===== src/design/csq_pkg.sv =====
package csq_pkg;

  localparam int DIGIT_BITS     = 28;
  localparam int MAX_DIGITS_DEF = 32;
  localparam int IDX_MAX_W      = 5;
  localparam int CNT_MAX_W      = 6;
  localparam int USED_W         = 7;
  localparam int QUEUE_DEPTH    = 4;
  localparam int QPTR_W         = 2;
  localparam int PROD_W         = 2 * DIGIT_BITS;
  localparam int ACC_W          = 3 * DIGIT_BITS;

  typedef struct packed {
    logic [DIGIT_BITS-1:0] digit;
    logic                  last_digit;
  } csq_in_t;

  typedef struct packed {
    logic [DIGIT_BITS-1:0] result_digit;
    logic                  result_last;
    logic [USED_W-1:0]     used_digits;
    logic                  overflow;
  } csq_out_t;

  // One classified digit on its way from the front to the back.
  typedef struct packed {
    logic [DIGIT_BITS-1:0] digit;
    logic                  wr_en;
    logic [IDX_MAX_W-1:0]  wr_idx;
    logic                  last;
    logic [CNT_MAX_W-1:0]  count;
    logic                  ovf;
  } csq_entry_t;

  typedef struct packed {
    logic valid;
    logic dbl;
  } csq_mreq_t;

  typedef struct packed {
    logic              valid;
    logic              dbl;
    logic [PROD_W-1:0] product;
  } csq_mres_t;

  typedef enum logic [1:0] {
    S_IDLE,
    S_COL_INIT,
    S_ISSUE,
    S_DRAIN
  } csq_state_t;

endpackage


===== src/design/csq_front.sv =====
module csq_front
  import csq_pkg::*;
#(
  parameter int MAX_DIGITS = MAX_DIGITS_DEF
) (
  input  logic       clk,
  input  logic       rst_n,
  input  logic       in_valid,
  output logic       in_ready,
  input  csq_in_t    in_data,
  input  logic       q_full,
  output logic       q_push,
  output csq_entry_t q_entry
);

  localparam int CNT_W = $clog2(MAX_DIGITS + 1);

  logic [CNT_W-1:0] cnt_r, cnt_nxt, cnt_after;
  logic             ovf_r, ovf_nxt;
  logic             keep;

  assign in_ready = !q_full;
  assign q_push   = in_valid && in_ready;
  assign keep     = cnt_r < CNT_W'(MAX_DIGITS);
  assign cnt_after = keep ? cnt_r + CNT_W'(1) : cnt_r;

  always_comb begin
    q_entry.digit  = in_data.digit;
    q_entry.wr_en  = keep;
    q_entry.wr_idx = IDX_MAX_W'(cnt_r);
    q_entry.last   = in_data.last_digit;
    q_entry.count  = CNT_MAX_W'(cnt_after);
    q_entry.ovf    = ovf_r || !keep;
  end

  always_comb begin
    cnt_nxt = cnt_r;
    ovf_nxt = ovf_r;
    if (q_push) begin
      if (in_data.last_digit) begin
        cnt_nxt = '0;
        ovf_nxt = 1'b0;
      end else begin
        cnt_nxt = cnt_after;
        ovf_nxt = ovf_r || !keep;
      end
    end
  end

  always_ff @(posedge clk) begin
    if (!rst_n) begin
      cnt_r <= '0;
      ovf_r <= 1'b0;
    end else begin
      cnt_r <= cnt_nxt;
      ovf_r <= ovf_nxt;
    end
  end

endmodule


===== src/design/csq_queue.sv =====
module csq_queue
  import csq_pkg::*;
(
  input  logic       clk,
  input  logic       rst_n,
  input  logic       push,
  input  csq_entry_t push_entry,
  output logic       full,
  input  logic       pop,
  output logic       head_valid,
  output csq_entry_t head_entry
);

  csq_entry_t          slot_r [QUEUE_DEPTH];
  logic [QPTR_W-1:0]   wr_ptr_r, wr_ptr_nxt, rd_ptr_r, rd_ptr_nxt;
  logic [QPTR_W:0]     count_r, count_nxt;

  assign full       = count_r == (QPTR_W + 1)'(QUEUE_DEPTH);
  assign head_valid = count_r != '0;
  assign head_entry = slot_r[rd_ptr_r];

  always_comb begin
    wr_ptr_nxt = push ? wr_ptr_r + QPTR_W'(1) : wr_ptr_r;
    rd_ptr_nxt = pop ? rd_ptr_r + QPTR_W'(1) : rd_ptr_r;
    count_nxt  = count_r;
    if (push && !pop) begin
      count_nxt = count_r + (QPTR_W + 1)'(1);
    end else if (pop && !push) begin
      count_nxt = count_r - (QPTR_W + 1)'(1);
    end
  end

  always_ff @(posedge clk) begin
    if (push) begin
      slot_r[wr_ptr_r] <= push_entry;
    end
  end

  always_ff @(posedge clk) begin
    if (!rst_n) begin
      wr_ptr_r <= '0;
      rd_ptr_r <= '0;
      count_r  <= '0;
    end else begin
      wr_ptr_r <= wr_ptr_nxt;
      rd_ptr_r <= rd_ptr_nxt;
      count_r  <= count_nxt;
    end
  end

`ifndef SYNTHESIS
  a_count_bound: assert property (@(posedge clk) disable iff (!rst_n)
    count_r <= (QPTR_W + 1)'(QUEUE_DEPTH))
    else $error("queue count exceeds depth");

  a_no_push_full: assert property (@(posedge clk) disable iff (!rst_n)
    push |-> !full || pop)
    else $error("queue written while full");

  a_no_pop_empty: assert property (@(posedge clk) disable iff (!rst_n)
    pop |-> head_valid)
    else $error("queue read while empty");
`endif

endmodule


===== src/design/csq_mul.sv =====
module csq_mul
  import csq_pkg::*;
(
  input  logic                  clk,
  input  logic                  rst_n,
  input  csq_mreq_t             req,
  input  logic [DIGIT_BITS-1:0] op_a,
  input  logic [DIGIT_BITS-1:0] op_b,
  output csq_mres_t             res
);

  logic              valid_r, dbl_r;
  logic [PROD_W-1:0] product_r;

  always_ff @(posedge clk) begin
    product_r <= PROD_W'(op_a) * PROD_W'(op_b);
    dbl_r     <= req.dbl;
  end

  always_ff @(posedge clk) begin
    if (!rst_n) begin
      valid_r <= 1'b0;
    end else begin
      valid_r <= req.valid;
    end
  end

  always_comb begin
    res.valid   = valid_r;
    res.dbl     = dbl_r;
    res.product = product_r;
  end

endmodule


===== src/design/csq_back.sv =====
module csq_back
  import csq_pkg::*;
#(
  parameter int MAX_DIGITS = MAX_DIGITS_DEF
) (
  input  logic       clk,
  input  logic       rst_n,
  input  logic       q_valid,
  input  csq_entry_t q_head,
  output logic       q_pop,
  output logic       out_valid,
  input  logic       out_ready,
  output csq_out_t   out_data
);

  localparam int IDX_W = (MAX_DIGITS > 1) ? $clog2(MAX_DIGITS) : 1;
  localparam int CNT_W = $clog2(MAX_DIGITS + 1);
  localparam int COL_W = $clog2(2 * MAX_DIGITS + 1);

  logic [DIGIT_BITS-1:0] store_mem [MAX_DIGITS];

  csq_state_t        state_r, state_nxt;
  logic [CNT_W-1:0]  n_r, n_nxt;
  logic              ovf_r, ovf_nxt;
  logic [COL_W-1:0]  col_r, col_nxt, i_r, i_nxt;
  logic [ACC_W-1:0]  acc_r, acc_nxt;
  logic [USED_W-1:0] top_r, top_nxt;
  logic              out_valid_r, out_valid_nxt;
  csq_out_t          out_data_r, out_data_nxt;

  logic                  st_we;
  logic [IDX_W-1:0]      rd_addr_a, rd_addr_b;
  logic [DIGIT_BITS-1:0] rd_a_r, rd_b_r;
  logic                  rd_v_r, rd_dbl_r;
  csq_mreq_t             issue, mreq;
  csq_mres_t             mres;

  logic [COL_W-1:0]      n_m1, j_idx;
  logic [COL_W:0]        col_inc, total;
  logic [PROD_W:0]       addend;
  logic [DIGIT_BITS-1:0] low_digit;
  logic [USED_W-1:0]     top_now;
  logic                  is_last, emit;

  assign n_m1      = COL_W'(n_r) - COL_W'(1);
  assign j_idx     = col_r - i_r;
  assign col_inc   = {1'b0, col_r} + (COL_W + 1)'(1);
  assign total     = (COL_W + 1)'({n_r, 1'b0});
  assign is_last   = col_inc == total;
  assign low_digit = acc_r[DIGIT_BITS-1:0];
  assign top_now   = (low_digit != '0) ? USED_W'(col_inc) : top_r;
  assign addend    = mres.dbl ? {mres.product, 1'b0} : {1'b0, mres.product};
  assign rd_addr_a = i_r[IDX_W-1:0];
  assign rd_addr_b = j_idx[IDX_W-1:0];
  assign st_we     = q_pop && q_head.wr_en;
  assign out_valid = out_valid_r;
  assign out_data  = out_data_r;

  always_comb begin
    state_nxt     = state_r;
    n_nxt         = n_r;
    ovf_nxt       = ovf_r;
    col_nxt       = col_r;
    i_nxt         = i_r;
    acc_nxt       = acc_r;
    top_nxt       = top_r;
    out_valid_nxt = out_valid_r && !out_ready;
    out_data_nxt  = out_data_r;
    q_pop         = 1'b0;
    issue         = '0;
    emit          = 1'b0;
    if (mres.valid) begin
      acc_nxt = acc_r + ACC_W'(addend);
    end
    unique case (state_r)
      S_IDLE: begin
        if (q_valid) begin
          q_pop = 1'b1;
          if (q_head.last) begin
            n_nxt     = q_head.count[CNT_W-1:0];
            ovf_nxt   = q_head.ovf;
            col_nxt   = '0;
            acc_nxt   = '0;
            top_nxt   = '0;
            state_nxt = S_COL_INIT;
          end
        end
      end
      S_COL_INIT: begin
        i_nxt     = (col_r > n_m1) ? col_r - n_m1 : '0;
        state_nxt = S_ISSUE;
      end
      S_ISSUE: begin
        if (i_r < j_idx) begin
          issue.valid = 1'b1;
          issue.dbl   = 1'b1;
          i_nxt       = i_r + COL_W'(1);
        end else if (i_r == j_idx) begin
          issue.valid = 1'b1;
          state_nxt   = S_DRAIN;
        end else begin
          state_nxt = S_DRAIN;
        end
      end
      S_DRAIN: begin
        emit = !rd_v_r && !mres.valid && (!out_valid_r || out_ready);
        if (emit) begin
          out_valid_nxt             = 1'b1;
          out_data_nxt.result_digit = low_digit;
          out_data_nxt.result_last  = is_last;
          out_data_nxt.used_digits  = is_last ? top_now : '0;
          out_data_nxt.overflow     = ovf_r;
          top_nxt                   = top_now;
          acc_nxt                   = acc_r >> DIGIT_BITS;
          col_nxt                   = COL_W'(col_inc);
          state_nxt                 = is_last ? S_IDLE : S_COL_INIT;
        end
      end
      default: begin
        state_nxt = S_IDLE;
      end
    endcase
  end

  always_ff @(posedge clk) begin
    if (st_we) begin
      store_mem[q_head.wr_idx[IDX_W-1:0]] <= q_head.digit;
    end
    rd_a_r <= store_mem[rd_addr_a];
    rd_b_r <= store_mem[rd_addr_b];
  end

  always_ff @(posedge clk) begin
    rd_dbl_r   <= issue.dbl;
    n_r        <= n_nxt;
    ovf_r      <= ovf_nxt;
    i_r        <= i_nxt;
    acc_r      <= acc_nxt;
    top_r      <= top_nxt;
    out_data_r <= out_data_nxt;
  end

  always_ff @(posedge clk) begin
    if (!rst_n) begin
      state_r     <= S_IDLE;
      col_r       <= '0;
      rd_v_r      <= 1'b0;
      out_valid_r <= 1'b0;
    end else begin
      state_r     <= state_nxt;
      col_r       <= col_nxt;
      rd_v_r      <= issue.valid;
      out_valid_r <= out_valid_nxt;
    end
  end

  assign mreq.valid = rd_v_r;
  assign mreq.dbl   = rd_dbl_r;

  csq_mul u_mul (
    .clk   (clk),
    .rst_n (rst_n),
    .req   (mreq),
    .op_a  (rd_a_r),
    .op_b  (rd_b_r),
    .res   (mres)
  );

`ifndef SYNTHESIS
  a_used_only_last: assert property (@(posedge clk) disable iff (!rst_n)
    out_valid_r && !out_data_r.result_last |-> out_data_r.used_digits == '0)
    else $error("digit count shown on a result that is not the last");

  a_idle_pipe_empty: assert property (@(posedge clk) disable iff (!rst_n)
    state_r == S_IDLE |-> !rd_v_r && !mres.valid)
    else $error("products in flight while idle");

  a_pop_idle: assert property (@(posedge clk) disable iff (!rst_n)
    q_pop |-> state_r == S_IDLE && q_valid)
    else $error("queue read while a square is being formed");
`endif

endmodule


===== src/design/comba_bignum_squarer_top.sv =====
// Digits are taken one per cycle while the four-entry queue has room.
// After the last of n digits, each column passes S_COL_INIT, then S_ISSUE, which feeds
// the single shared 28x28 multiplier, then S_DRAIN; n(n+1)/2 products in all.
// Reset is synchronous and active low; it clears control state only, and the
// operand store holds no defined value until written.
module comba_bignum_squarer_top
  import csq_pkg::*;
#(
  parameter int MAX_DIGITS = MAX_DIGITS_DEF
) (
  input  logic     clk,
  input  logic     rst_n,
  input  logic     in_valid,
  output logic     in_ready,
  input  csq_in_t  in_data,
  output logic     out_valid,
  input  logic     out_ready,
  output csq_out_t out_data
);

  logic       q_full, q_push, q_pop, q_valid;
  csq_entry_t q_entry, q_head;

  csq_front #(
    .MAX_DIGITS (MAX_DIGITS)
  ) u_front (
    .clk      (clk),
    .rst_n    (rst_n),
    .in_valid (in_valid),
    .in_ready (in_ready),
    .in_data  (in_data),
    .q_full   (q_full),
    .q_push   (q_push),
    .q_entry  (q_entry)
  );

  csq_queue u_queue (
    .clk        (clk),
    .rst_n      (rst_n),
    .push       (q_push),
    .push_entry (q_entry),
    .full       (q_full),
    .pop        (q_pop),
    .head_valid (q_valid),
    .head_entry (q_head)
  );

  csq_back #(
    .MAX_DIGITS (MAX_DIGITS)
  ) u_back (
    .clk       (clk),
    .rst_n     (rst_n),
    .q_valid   (q_valid),
    .q_head    (q_head),
    .q_pop     (q_pop),
    .out_valid (out_valid),
    .out_ready (out_ready),
    .out_data  (out_data)
  );

endmodule


===== config.mk =====
export PLATFORM = sky130hd
export DESIGN_NAME = comba_bignum_squarer_top
export DESIGN_NICKNAME = d
export VERILOG_FILES = /design/src/design/csq_pkg.sv /design/src/design/csq_front.sv /design/src/design/csq_queue.sv /design/src/design/csq_mul.sv /design/src/design/csq_back.sv /design/src/design/comba_bignum_squarer_top.sv
export SDC_FILE = /design/constraint.sdc
export NUM_CORES = 2
export LEC_CHECK = 0
export BUFFER_PORTS_ARGS = -buffer_cell sky130_fd_sc_hd__buf_2
export CORE_ASPECT_RATIO = 0.6
export CORE_UTILIZATION = 38
export DETAILED_ROUTE_END_ITERATION = 8
export GPL_ROUTABILITY_DRIVEN = 0
export SLEW_MARGIN = 10
export SYNTH_ARGS = -nofsm -noshare
export SYNTH_HDL_FRONTEND = slang
export SYNTH_SLANG_ARGS = --single-unit

===== constraint.sdc =====
create_clock -name clk -period 18.1 [get_ports clk]
set_input_delay 0.905 -clock clk [delete_from_list [all_inputs] [get_ports clk]]
set_output_delay 0.905 -clock clk [all_outputs]
set_load 0.1 [all_outputs]

==> impl_metrics.ini <==
[outcome]
status = completed

[sta]
clock_skew_ns = 0.0842
fin_tns_setup_ns = 0
final.period_utilization_pct = 48.9
setup_viol = 0
grt_setup_unrepaired = no
period_minus_slack_ns = 8.85
fmax_mhz = 113
relSlewSlack_pct = 11.7
worst_slew_pin_slew_ns = 1.32
maxSlewViolCount = 0
finalHoldViolCount = 0

[die]
ioPinCount = 72
rows = 135
dieArea_sq_um = 230000
die_y_microns = 372
initial_core_util_pct = 38.3
die_x_microns = 618
core_area_sq_um = 226000

[route]
routed_via_density = 5.77
vias = 54361
initialDrtViolationCount = 6689
drc = 0
wirelength_microns = 251000
postRouteAntennaNets = 0
wire_per_inst_microns = 26.7
drt_pass1_iterations = 6

[worst_hold_path]
hold_path.class = primary input to flop

[yosys]
synthArstFlopShare_pct = 0
syn_avg_cell_area_sq_um = 13.6
synth_edf_count = 1122
ys_ff_latch = 1348
syn_inst = 6362
yosysSeqAreaShare_pct = 44.1
synthFlopType = edfxtp_1
syn-cell-area_sq_um = 86600
syn-num-nets = 7373
ys_warn_count = 0
synth.distinct_cells = 76

[clock_tree]
ctsResizeCount = 0
cts_sinks = 1348
root_buffer = clkbuf_16
cts_tree = built
cts_buffers = 138
ctsHoldBuffers = 0
cts_buffer_depth = 4
path_clk_slew_ns = 0.06
htree_levels = 4
clk_latency_ns = 0.82
postCtsSetupRepairBufs = 0

[worst_setup_path]
reg2reg_setup_slack_ns = 9.25
worstPathArrival_ns = 9.56
path_class = flop to flop
cp-end-kind = flop
crit_fanout = 28
rr_endpoint = u_back.u_mul.product_r[55]
crit_path_start = u_back.rd_b_r[3]
r2r_cells = 23
r2r_start = u_back.rd_b_r[3]
critPathRequiredTime_ns = 18.82
startpoint_type = flop
cp-endpoint = u_back.u_mul.product_r[55]

[finish]
synthToLayoutAreaGrowth_pct = 9.49
fill_cells = 20602
final_core_util_pct = 41.9
final_area_sq_um = 94800
nNetsFinal = 7323
drive_above_1_share_pct = 17.6
instances_no_fill = 9426

[global_route]
grt_max_degree = 141
grt_overflow = 0
grt_usage_pct = 22.1
antenna_found_initial = 14
grt_pass1_vias = 55318
grt_pass1_wl_microns = 375000

[placement]
post-place-cells = 9186
placed_area_sq_um = 90600
dp_hpwl_microns = 173000
port_buffers = 71

[job]
max-cap-violations = 0
==> final cells by class <==
type / count / area [sq um] / share of cell area [%]
Antenna cell: 6 / 15.0 / 0.0158
Sequential cell: 1348 / 38200 / 40.3
Inverter: 825 / 3100 / 3.27
Clock buffer: 177 / 3690 / 3.90
Clock inverter: 57 / 524 / 0.553
Multi-Input combinational cell: 3802 / 44100 / 46.5
Tap cell: 3014 / 3770 / 3.98
Timing Repair Buffer: 197 / 1350 / 1.43
==> cells in the mapped netlist, drive strengths merged, types with 5 or more instances <==
cell / number / area, sq um
o2111ai: 5 / 43.8
or3: 15 / 93.8
nand2: 619 / 2320
a311oi: 5 / 50.0
o21bai: 26 / 195
mux4: 602 / 13600
a21oi: 154 / 771
fa: 678 / 13600
and3: 19 / 119
a221oi: 6 / 52.6
or4: 14 / 105
dfxtp: 226 / 4520
o31ai: 16 / 120
inv: 823 / 3090
nor2b: 20 / 125
nand2b: 15 / 93.8
mux2: 84 / 946
a211oi: 14 / 105
o211ai: 13 / 97.6
buf: 59 / 229
a221o: 5 / 50.1
clkbuf: 328 / 1230
xor2: 54 / 473
nor2: 155 / 582
mux2i: 27 / 270
o21a: 21 / 158
a22o: 6 / 52.6
xnor2: 90 / 788
nand3: 48 / 240
nor3: 27 / 135
a21o: 63 / 473
edfxtp: 1122 / 33700
a21boi: 10 / 75.1
ha: 300 / 3750
o21ai: 120 / 601
and2: 420 / 2630
nand4: 31 / 194
nor4: 14 / 87.6
a22oi: 26 / 195
a31oi: 14 / 87.6
==> registers in the layout, summed over array words and instances (netlist names), 3 cells and up, named ones only <==
register and flops:
u_back.store_mem 896, u_back.col_r 7, u_back.rd_b_r 28, u_front.cnt_r 6
u_back.rd_a_r 28, u_back.n_r 6, u_back.acc_r 84, u_back.u_mul.product_r 56
u_back.i_r 7, u_queue.count_r 3, u_back.out_data 37, u_back.top_r 7
u_queue.slot_r 168
==> layer usage <==
| metal | wire length [microns] | track usage, % | up-vias |
|---|---|---|---|
| met5 | 62 | 0 | - |
| met1 | 115000 | 34.7 | 28587 |
| met4 | 4850 | 4.28 | 10 |
| li1 | - | - | 22386 |
| met2 | 101000 | 30.4 | 3043 |
| met3 | 29300 | 5.75 | 335 |
==> kinds of logic (layout without fill, tap and decap cells) <==
kind of cell               Yosys count  count (layout)  synth area share, %
DFF                               1348            1348                 44.1
adders and majority gates          978             978                 20.0
and+or+nand+nor                   1418            1418                 7.97
muxes                              713             713                 17.1
AOI/OAI and AO/OA                  549             549                 4.10
xor gates and xnor gates           144             144                 1.46
buffers and inverters             1212            1256                 5.26
other                                0               6                    0
==> layout by cell type, fill, tap and decap left out, types with 141 or more instances in the layout <==
| cell type | count |
|---|---|
| inv_1 | 820 |
| a21oi_1 | 154 |
| and2_1 | 420 |
| fa_1 | 677 |
| mux4_2 | 602 |
| ha_1 | 299 |
| nand2_1 | 619 |
| clkbuf_16 | 141 |
| edfxtp_1 | 1122 |
| dfxtp_1 | 222 |
==> stage by stage <==
step	setup slack (ns)	hold slack [ns]
after floorplan	10.91	0.310
after global placement	9.67	0.318
after detailed placement	9.51	0.326
after CTS	9.51	0.247
after global routing	9.01	0.264
final	9.25	0.292
==> critical path, stage by stage, from the launching register on <==
cell and delay [ns]:
dfxtp_1 1.07, and2_1 0.26, fa_1 0.44, fa_1 0.50, fa_1 0.53, inv_1 0.05, fa_1 0.47, inv_1 0.05
fa_1 0.50, inv_1 0.06, fa_1 0.48, fa_1 0.49, inv_1 0.04, ha_1 0.32, and3_1 0.27, nand4_1 0.12
o21ba_1 0.22, or3b_4 0.47, a311oi_2 1.02, o311ai_1 0.40, o41ai_2 0.47, o2111ai_1 0.20, a21oi_1 0.20, xnor2_1 0.13
==> worst min-delay path by stage <==
stage | start | end | slack, ns | depth (start not counted)
floorplan | u_back.rd_dbl_r | u_back.u_mul.dbl_r | 0.31 | 0
global placement | u_back.rd_dbl_r | u_back.u_mul.dbl_r | 0.32 | 0
detailed placement | u_back.rd_dbl_r | u_back.u_mul.dbl_r | 0.33 | 0
CTS | in_data[26] | u_queue.slot_r[3][39] | 0.25 | 1
global route | in_data[27] | u_queue.slot_r[0][40] | 0.26 | 1
finish | in_data[27] | u_queue.slot_r[0][40] | 0.29 | 1
Power is not shown: default switching activity piles up to over one toggle a cycle in this logic, so the estimate is an artifact.
